--- config.mk ---
export PLATFORM = sky130hd
export DESIGN_NAME = line_pixel_address_generator_top
export DESIGN_NICKNAME = d
export VERILOG_FILES = /design/src/hw/rtl/lpag_pkg.sv /design/src/hw/rtl/lpag_engine.sv /design/src/hw/rtl/line_pixel_address_generator_top.sv
export VERILOG_INCLUDE_DIRS = /design/src /design/src/hw/rtl
export SDC_FILE = /design/constraint.sdc
export NUM_CORES = 1
export LEC_CHECK = 0
export BUFFER_PORTS_ARGS = -buffer_cell sky130_fd_sc_hd__buf_2
export CAP_MARGIN = 20
export CORE_AREA = 2 2 158 276
export DETAILED_ROUTE_END_ITERATION = 7
export DIE_AREA = 0 0 160 278
export PLACE_DENSITY = 0.84
export SLEW_MARGIN = 20
export SYNTH_ARGS = -nofsm -noshare
export SYNTH_HDL_FRONTEND = slang
export SYNTH_HIERARCHICAL = 1
export SYNTH_SLANG_ARGS = --single-unit
--- constraint.sdc ---
create_clock -name i_clk -period 16.2 [get_ports i_clk]
set_input_delay 0.81 -clock i_clk [delete_from_list [all_inputs] [get_ports i_clk]]
set_output_delay 0.81 -clock i_clk [all_outputs]
set_load 0.01 [all_outputs]
--- src/hw/rtl/line_pixel_address_generator_top_assert.svh ---
// assertion macros for the line pixel address generator
`ifndef LINE_PIXEL_ADDRESS_GENERATOR_TOP_ASSERT_SVH
`define LINE_PIXEL_ADDRESS_GENERATOR_TOP_ASSERT_SVH

// same-cycle implication
`define LPAG_ASSERT_NOW(label, clk, rst_n, ante, cons) \
    label: assert property (@(posedge clk) disable iff (!rst_n) (ante) |-> (cons)) \
        else $error("lpag assertion failed");

// next-cycle implication
`define LPAG_ASSERT_NEXT(label, clk, rst_n, ante, cons) \
    label: assert property (@(posedge clk) disable iff (!rst_n) (ante) |=> (cons)) \
        else $error("lpag assertion failed");

`endif

--- src/hw/rtl/lpag_pkg.sv ---
// shared constants and types for the line pixel address generator
`timescale 1ns / 1ps

package lpag_pkg;

    localparam int COORD_BITS_DEF = 12;
    localparam int ADDR_BITS_DEF  = 32;

    localparam int CFG_IDX_BITS  = 2;
    localparam int CFG_DATA_BITS = 32;

    localparam logic [CFG_IDX_BITS-1:0] CFG_FRAME_BASE = 2'd0;
    localparam logic [CFG_IDX_BITS-1:0] CFG_ROW_PITCH  = 2'd1;
    localparam logic [CFG_IDX_BITS-1:0] CFG_BPP        = 2'd2;

    localparam logic ACT_START = 1'b0;
    localparam logic ACT_STEP  = 1'b1;

    localparam logic [7:0] ALPHA_BYTE     = 8'hFF;
    localparam logic [2:0] BPP_ALPHA      = 3'd4;
    localparam logic [2:0] BYTE_COUNT_RGB = 3'd3;
    localparam logic [2:0] BPP_RESET      = 3'd4;

    localparam int OUT_FIELD_BITS = 67;
    localparam int OUT_TDATA_BITS = ((OUT_FIELD_BITS + 7) / 8) * 8;

    typedef struct packed {
        logic [31:0] frame_base;
        logic [15:0] row_pitch;
        logic [2:0]  bytes_per_pixel;
    } t_cfg;

    typedef struct packed {
        logic [31:0] pixel_address;
        logic [31:0] pixel_value;
        logic [2:0]  byte_count;
        logic        last_pixel;
    } t_pixel_write;

endpackage

--- src/hw/rtl/lpag_engine.sv ---
// bresenham line state and per-item address update
`timescale 1ns / 1ps

module lpag_engine #(
    parameter int COORD_BITS = lpag_pkg::COORD_BITS_DEF,
    parameter int ADDR_BITS  = lpag_pkg::ADDR_BITS_DEF
) (
    input  logic                    i_clk,
    input  logic                    i_rst_n,
    input  logic                    i_fire,
    input  logic                    i_action,
    input  logic [COORD_BITS-1:0]   i_x_start,
    input  logic [COORD_BITS-1:0]   i_y_start,
    input  logic [COORD_BITS-1:0]   i_x_end,
    input  logic [COORD_BITS-1:0]   i_y_end,
    input  logic [7:0]              i_red,
    input  logic [7:0]              i_green,
    input  logic [7:0]              i_blue,
    input  lpag_pkg::t_cfg          i_cfg,
    output logic                    o_result_valid,
    output lpag_pkg::t_pixel_write  o_result,
    output logic                    o_line_active
);

    localparam int ERR_BITS = COORD_BITS + 3;

    logic                        r_active;
    logic [ADDR_BITS-1:0]        r_addr;
    logic signed [ERR_BITS-1:0]  r_err;
    logic [COORD_BITS-1:0]       r_left;
    logic [COORD_BITS:0]         r_twice_major;
    logic [COORD_BITS:0]         r_twice_minor;
    logic                        r_x_major;
    logic                        r_x_neg;
    logic                        r_y_neg;
    logic [23:0]                 r_color;

    // start item: deltas, directions, start address
    logic signed [COORD_BITS:0]  dx;
    logic signed [COORD_BITS:0]  dy;
    logic                        x_neg;
    logic                        y_neg;
    logic [COORD_BITS-1:0]       adx;
    logic [COORD_BITS-1:0]       ady;
    logic                        x_major;
    logic [COORD_BITS-1:0]       major;
    logic [COORD_BITS-1:0]       minor;
    logic signed [ERR_BITS-1:0]  err_init;
    logic [COORD_BITS+15:0]      row_off;
    logic [COORD_BITS+2:0]       col_off;
    logic [ADDR_BITS-1:0]        start_addr;

    // step item: error test and address moves
    logic [15:0]                 major_amt;
    logic [15:0]                 minor_amt;
    logic                        major_neg;
    logic                        minor_neg;
    logic                        err_ge;
    logic [ADDR_BITS-1:0]        addr_minor;
    logic [ADDR_BITS-1:0]        n_addr;
    logic signed [ERR_BITS-1:0]  err_minor;
    logic signed [ERR_BITS-1:0]  n_err;
    logic                        is_start;
    logic                        is_step;

    always_comb begin
        dx = $signed({1'b0, i_x_end}) - $signed({1'b0, i_x_start});
        dy = $signed({1'b0, i_y_end}) - $signed({1'b0, i_y_start});
        // zero delta counts as negative
        x_neg = dx[COORD_BITS] || (dx == '0);
        y_neg = dy[COORD_BITS] || (dy == '0);
        adx = x_neg ? COORD_BITS'(-dx) : COORD_BITS'(dx);
        ady = y_neg ? COORD_BITS'(-dy) : COORD_BITS'(dy);
        x_major = adx > ady;
        major = x_major ? adx : ady;
        minor = x_major ? ady : adx;
        err_init = $signed({2'b00, minor, 1'b0}) - $signed({3'b000, major});
        row_off = i_y_start * i_cfg.row_pitch;
        col_off = i_x_start * i_cfg.bytes_per_pixel;
        start_addr = ADDR_BITS'(i_cfg.frame_base) + ADDR_BITS'(row_off)
                   + ADDR_BITS'(col_off);
    end

    always_comb begin
        major_amt = r_x_major ? 16'(i_cfg.bytes_per_pixel) : i_cfg.row_pitch;
        minor_amt = r_x_major ? i_cfg.row_pitch : 16'(i_cfg.bytes_per_pixel);
        major_neg = r_x_major ? r_x_neg : r_y_neg;
        minor_neg = r_x_major ? r_y_neg : r_x_neg;
        err_ge = !r_err[ERR_BITS-1];
        if (!err_ge) begin
            addr_minor = r_addr;
        end else if (minor_neg) begin
            addr_minor = r_addr - ADDR_BITS'(minor_amt);
        end else begin
            addr_minor = r_addr + ADDR_BITS'(minor_amt);
        end
        if (major_neg) begin
            n_addr = addr_minor - ADDR_BITS'(major_amt);
        end else begin
            n_addr = addr_minor + ADDR_BITS'(major_amt);
        end
        err_minor = err_ge ? (r_err - $signed({2'b00, r_twice_major})) : r_err;
        n_err = err_minor + $signed({2'b00, r_twice_minor});
    end

    assign is_start = i_fire && (i_action == lpag_pkg::ACT_START);
    assign is_step  = i_fire && (i_action == lpag_pkg::ACT_STEP);

    always_ff @(posedge i_clk) begin
        if (!i_rst_n) begin
            r_active <= 1'b0;
        end else if (is_start) begin
            r_active <= (major != '0);
        end else if (is_step && r_active && (r_left == COORD_BITS'(1))) begin
            r_active <= 1'b0;
        end
    end

    always_ff @(posedge i_clk) begin
        if (is_start) begin
            r_addr        <= start_addr;
            r_err         <= err_init;
            r_left        <= major;
            r_twice_major <= {major, 1'b0};
            r_twice_minor <= {minor, 1'b0};
            r_x_major     <= x_major;
            r_x_neg       <= x_neg;
            r_y_neg       <= y_neg;
            r_color       <= {i_red, i_green, i_blue};
        end else if (is_step && r_active) begin
            r_addr <= n_addr;
            r_err  <= n_err;
            r_left <= r_left - COORD_BITS'(1);
        end
    end

    always_comb begin
        o_result_valid = is_step && r_active;
        o_result.pixel_address = 32'(r_addr);
        o_result.pixel_value = {lpag_pkg::ALPHA_BYTE, r_color};
        o_result.byte_count = (i_cfg.bytes_per_pixel == lpag_pkg::BPP_ALPHA)
                            ? lpag_pkg::BPP_ALPHA : lpag_pkg::BYTE_COUNT_RGB;
        o_result.last_pixel = (r_left == COORD_BITS'(1));
    end

    assign o_line_active = r_active;

endmodule

--- src/hw/rtl/line_pixel_address_generator_top.sv ---
// top level of the line pixel address generator
//
// channel   dir  handshake                       content
// s_axis    in   s_axis_tvalid / s_axis_tready   start or step item
// m_axis    out  m_axis_tvalid / m_axis_tready   one pixel write
// cfg       in   i_cfg_we                        frame base, row pitch, bytes per pixel
//
// one item per cycle while the output register is not stalled; each result passes the input and output register
// start path: y times pitch and x times bytes-per-pixel multipliers plus the start address add
// step path: error test and two chained address add/subtract
// output register stalled: input register still takes one item, then ready drops
// synchronous active-low reset clears the line-active flag and valid flags and sets the config defaults
`timescale 1ns / 1ps

module line_pixel_address_generator_top #(
    parameter int COORD_BITS = lpag_pkg::COORD_BITS_DEF,
    parameter int ADDR_BITS  = lpag_pkg::ADDR_BITS_DEF,
    localparam int IN_FIELD_BITS = 4 * COORD_BITS + 24,
    localparam int IN_TDATA_BITS = ((IN_FIELD_BITS + 7) / 8) * 8
) (
    input  logic                                i_clk,
    input  logic                                i_rst_n,
    input  logic                                s_axis_tvalid,
    output logic                                s_axis_tready,
    // x_start, y_start, x_end, y_end, red, green, blue, zero pad
    input  logic [IN_TDATA_BITS-1:0]            s_axis_tdata,
    // action
    input  logic                                s_axis_tuser,
    output logic                                m_axis_tvalid,
    input  logic                                m_axis_tready,
    // pixel_address, pixel_value, byte_count, zero pad
    output logic [lpag_pkg::OUT_TDATA_BITS-1:0] m_axis_tdata,
    output logic                                m_axis_tlast,
    input  logic                                i_cfg_we,
    input  logic [lpag_pkg::CFG_IDX_BITS-1:0]   i_cfg_index,
    input  logic [lpag_pkg::CFG_DATA_BITS-1:0]  i_cfg_data
);

    localparam int OUT_PAD = lpag_pkg::OUT_TDATA_BITS - lpag_pkg::OUT_FIELD_BITS;
    localparam int CB = COORD_BITS;

    lpag_pkg::t_cfg          r_cfg;
    logic                    r_in_valid;
    logic                    r_in_action;
    logic [IN_FIELD_BITS-1:0] r_in_data;
    logic                    r_out_valid;
    lpag_pkg::t_pixel_write  r_out;

    logic                    advance;
    logic                    fire;
    logic                    res_valid;
    lpag_pkg::t_pixel_write  res;
    logic                    line_active;

    always_ff @(posedge i_clk) begin
        if (!i_rst_n) begin
            r_cfg.frame_base      <= '0;
            r_cfg.row_pitch       <= '0;
            r_cfg.bytes_per_pixel <= lpag_pkg::BPP_RESET;
        end else if (i_cfg_we) begin
            case (i_cfg_index)
                lpag_pkg::CFG_FRAME_BASE: r_cfg.frame_base <= i_cfg_data[31:0];
                lpag_pkg::CFG_ROW_PITCH:  r_cfg.row_pitch <= i_cfg_data[15:0];
                lpag_pkg::CFG_BPP:        r_cfg.bytes_per_pixel <= i_cfg_data[2:0];
                default: begin
                end
            endcase
        end
    end

    assign advance       = !r_out_valid || m_axis_tready;
    assign fire          = r_in_valid && advance;
    assign s_axis_tready = !r_in_valid || advance;

    always_ff @(posedge i_clk) begin
        if (!i_rst_n) begin
            r_in_valid <= 1'b0;
        end else if (s_axis_tready) begin
            r_in_valid <= s_axis_tvalid;
        end
    end

    always_ff @(posedge i_clk) begin
        if (s_axis_tvalid && s_axis_tready) begin
            r_in_action <= s_axis_tuser;
            r_in_data   <= s_axis_tdata[IN_FIELD_BITS-1:0];
        end
    end

    lpag_engine #(
        .COORD_BITS (COORD_BITS),
        .ADDR_BITS  (ADDR_BITS)
    ) u_engine (
        .i_clk          (i_clk),
        .i_rst_n        (i_rst_n),
        .i_fire         (fire),
        .i_action       (r_in_action),
        .i_x_start      (r_in_data[CB-1:0]),
        .i_y_start      (r_in_data[2*CB-1:CB]),
        .i_x_end        (r_in_data[3*CB-1:2*CB]),
        .i_y_end        (r_in_data[4*CB-1:3*CB]),
        .i_red          (r_in_data[4*CB+7:4*CB]),
        .i_green        (r_in_data[4*CB+15:4*CB+8]),
        .i_blue         (r_in_data[4*CB+23:4*CB+16]),
        .i_cfg          (r_cfg),
        .o_result_valid (res_valid),
        .o_result       (res),
        .o_line_active  (line_active)
    );

    always_ff @(posedge i_clk) begin
        if (!i_rst_n) begin
            r_out_valid <= 1'b0;
        end else if (advance) begin
            r_out_valid <= fire && res_valid;
        end
    end

    always_ff @(posedge i_clk) begin
        if (fire && res_valid) begin
            r_out <= res;
        end
    end

    assign m_axis_tvalid = r_out_valid;
    assign m_axis_tdata  = {OUT_PAD'(0), r_out.byte_count, r_out.pixel_value,
                            r_out.pixel_address};
    assign m_axis_tlast  = r_out.last_pixel;

`include "line_pixel_address_generator_top_assert.svh"

    // a start item never yields a pixel write
    `LPAG_ASSERT_NEXT(a_start_no_result, i_clk, i_rst_n, fire && (r_in_action == lpag_pkg::ACT_START), !m_axis_tvalid)
    // a step with no active line yields nothing
    `LPAG_ASSERT_NEXT(a_idle_step_no_result, i_clk, i_rst_n, fire && (r_in_action == lpag_pkg::ACT_STEP) && !line_active, !m_axis_tvalid)
    // the last pixel closes the line
    `LPAG_ASSERT_NEXT(a_last_ends_line, i_clk, i_rst_n, fire && res_valid && res.last_pixel, !line_active)
    // a result only comes from an active line
    `LPAG_ASSERT_NOW(a_result_needs_line, i_clk, i_rst_n, res_valid, line_active && fire)

endmodule

==> out/summary.txt <==
Final Routed Wirelength - 71.7 mm
Worst setup path class - reg -> reg
Final hold violations - 0
DR WL/cell - 20.0 um
Routability Congestion - 0.960
Share of post-route cells with drive strength above 1 - 9.81%
Yosys warning count - 6
Status - finished, violations left
Post-synth ARST share - 0%
Maximum VDD drop - 0.140 mV
1st-pass router iterations - 8
Via count - 21577
Worst Max-Slew Pin Slew - 1000 ps
Post-route antenna net violation count - 0
Max-cap viol count - 0
Die H - 278 um
Share of the clock period used by the worst path - 52.4%
Max Freq - 118 MHz
Setup crit start - r_in_data[17]$_DFFE_PP_
GRT Util Overall - 32.0%
Mapped cell area - 27200 sq um
Leakage dissipation - 12.8 nW
Clk root buf - clkbuf_16
Vias/cell - 6.03
Setup TNS - 0 ps
Port buffer count - 181
Clock Skews - 27.1 ps
Setup Fix Bufs, Post-CTS - 0
Maximum clock path buffer count - 3
Core footprint - 42300 sq um
Final setup fails - 0
TritonCTS Buffers - 29
Worst r2r src - r_in_data[17]$_DFFE_PP_
Startpoint types - flop
Power density cells - 146 nW/um^2
I/O pin count - 187
HPWL after detailed placement - 55.1 mm
Clock-pin slew on the worst setup and hold paths - 70 ps
Synth-to-Final Area Change - 8.00%
Primary FF master, synth - edfxtp_1
Die width - 160 um
Failing checks - design-rule violations
Die area - 44500 sq um
RSZ-0062 raised after global routing - false
Final instance area - 29400 sq um
Fill cells - 3220
Crit Path Max Fanout - 20
Cell Area, Placed - 28400 sq um
CTS tree - yes
Row count - 100
DRT iter0 DRCs - 1776
Critical Path RT - 16540 ps
Vias in the first global route - 22076
CP peak stage delay - 750 ps
Gr ovfl total - 0
Max-slew violation count - 0
Slowest-stage cell, CP - edfxtp_1
Synth Area per Inst - 9.47 sq um
Initial antenna violation count - 0
Synth unique cells - 98
Ant diodes - 0
Largest net degree at the start of global routing - 86
Clk_lat worst skew - 600 ps
Hold_buf cts - 0
Period minus WS final - 8490 ps
Seq/Total Area, Yosys - 31.5%
Drt drc - 1
Worst hold start - s_axis_tdata[19]
H-tree depth - 1
CTS sink cnt - 304
Cts repair resizes - 0
Slew headroom - 33.0%
Hold WS - 379 ps
NumNets Final - 3547
CP Capture Type - flop
Initial core utilization - 64.4%
First-pass GRT wire length - 113 mm
Type of the worst min-delay path - in -> reg
CP arrival - 8820 ps
Cells after Synth - 2875
#FFs+latches synth - 304
Number of flops mapped to enable cells by yosys - 250
## sequential cells by signal, indices dropped and copies added (netlist names), 12 cells and up
signal                  count
u_engine/r_twice_major     12
u_engine/r_left            12
r_cfg                      51
r_in_data                  72
m_axis_tdata               67
u_engine/r_color           24
u_engine/r_twice_minor     12
u_engine/r_addr            32
u_engine/r_err             14
## cells in the mapped netlist, types with 7 or more instances
cell | instances | area share, %
nor2_1 | 161 | 2.2
a211oi_1 | 16 | 0.44
xnor2_1 | 87 | 2.8
nor2b_1 | 17 | 0.39
or2_2 | 11 | 0.25
edfxtp_1 | 250 | 28
nand3_1 | 48 | 0.88
a21o_1 | 25 | 0.69
o211ai_1 | 8 | 0.22
nand2_1 | 435 | 6.0
inv_1 | 344 | 4.7
and3_1 | 24 | 0.55
nor3b_1 | 11 | 0.30
o31ai_1 | 18 | 0.50
a31oi_1 | 15 | 0.34
a21oi_1 | 151 | 2.8
buf_1 | 7 | 0.097
o21ai_1 | 7 | 0.13
a211o_1 | 12 | 0.39
buf_4 | 14 | 0.39
dfxtp_1 | 54 | 4.0
xor2_1 | 57 | 1.8
o21ai_0 | 131 | 2.4
fa_1 | 208 | 15
o31a_1 | 7 | 0.23
o21a_1 | 18 | 0.50
nor4_1 | 11 | 0.25
nand3b_1 | 11 | 0.30
o2111ai_1 | 8 | 0.26
a21boi_0 | 16 | 0.44
o21bai_1 | 16 | 0.44
clkbuf_1 | 78 | 1.1
and2_1 | 80 | 1.8
ha_1 | 232 | 11
mux2i_1 | 62 | 2.3
buf_2 | 8 | 0.15
nor3_1 | 37 | 0.68
or3_1 | 22 | 0.51
nand2b_1 | 31 | 0.71
## layout by cell type (no fill, tap or decap), drive strengths merged, types with 19 or more instances in the layout
cell type  instances
nand2            436
dfxtp             54
nand3             48
edfxtp           250
a21oi            154
xor2              57
fa               208
ha               232
clkbuf            39
inv              350
o31ai             19
buf              193
a21o              26
nor2             164
mux2i             62
or3               22
and2              80
nor3              37
xnor2             87
o21ai            138
and3              24
nand2b            31
## through the flow
stage               power (mW)  util (%)  cells  worst slack, ps
floorplan                 2.91         -   2886             8760
global placement          3.42      67.2   3525             8070
detailed placement        3.51      67.2   3525             7890
CTS                       4.25      69.5   3579             7880
global route              4.58      69.5   3579             7190
finish                    4.29      69.5   3579             7710
## logic make-up after synthesis
family	count (synthesis)	share of synthesized area, %
AOI/OAI and AO/OA	525	12.5
and+or+nand+nor	928	15.8
DFF	304	31.5
adders and majority gates	442	26.0
xor gates and xnor gates	144	4.63
muxes	68	2.53
other	2	0.0276
buffers and inverters	462	6.95
## final timing paths
check                           slack (ps)                           to  depth (start not counted)
worst max-delay path                  7710  u_engine/r_err[9]$_DFFE_PP_                         33
worst min-delay path                   380      r_in_data[19]$_DFFE_PP_                          1
worst max register to register        7710  u_engine/r_err[9]$_DFFE_PP_                         33
worst min register to register         420   m_axis_tdata[55]$_DFFE_PP_                          0
## worst max-delay path, delay by kind of cell, from the launching register on
kind	cells	cell delay (ps)
flops	1	750
buf+inv	5	690
simple gates	9	1860
xor+xnor	1	270
compound gates	14	3190
fa+ha+maj	4	1430
## where the power goes
| group | leakage, nW | switching [mW] | total (mW) | internal [mW] |
|---|---|---|---|---|
| sequential | 2.77 | 0.0649 | 1.05 | 0.985 |
| clock | 0.493 | 0.315 | 0.718 | 0.404 |
| combinational | 9.56 | 1.55 | 2.52 | 0.975 |
## cell type report
type,count,area [sq um],share of cell area (%)
Clock buffer,39,813,2.77
Clock inverter,15,180,0.613
Inverter,347,1300,4.43
Multi-Input combinational cell,2120,16800,57.2
Sequential cell,304,8590,29.2
Tap cell,561,702,2.39
Timing Repair Buffer,193,996,3.39
## metal layers
metal / GRT usage, % / wire length [um] / up-vias / share of wire [%]
li1: - / - / 9990 / -
met4: 13.5 / 3170 / 0 / 4.4
met3: 3.62 / 4530 / 220 / 6.3
met1: 37.7 / 26900 / 10425 / 38
met5: 0 / 0 / - / 0
met2: 58.8 / 37000 / 942 / 52
(Power assumes the default switching activity.)
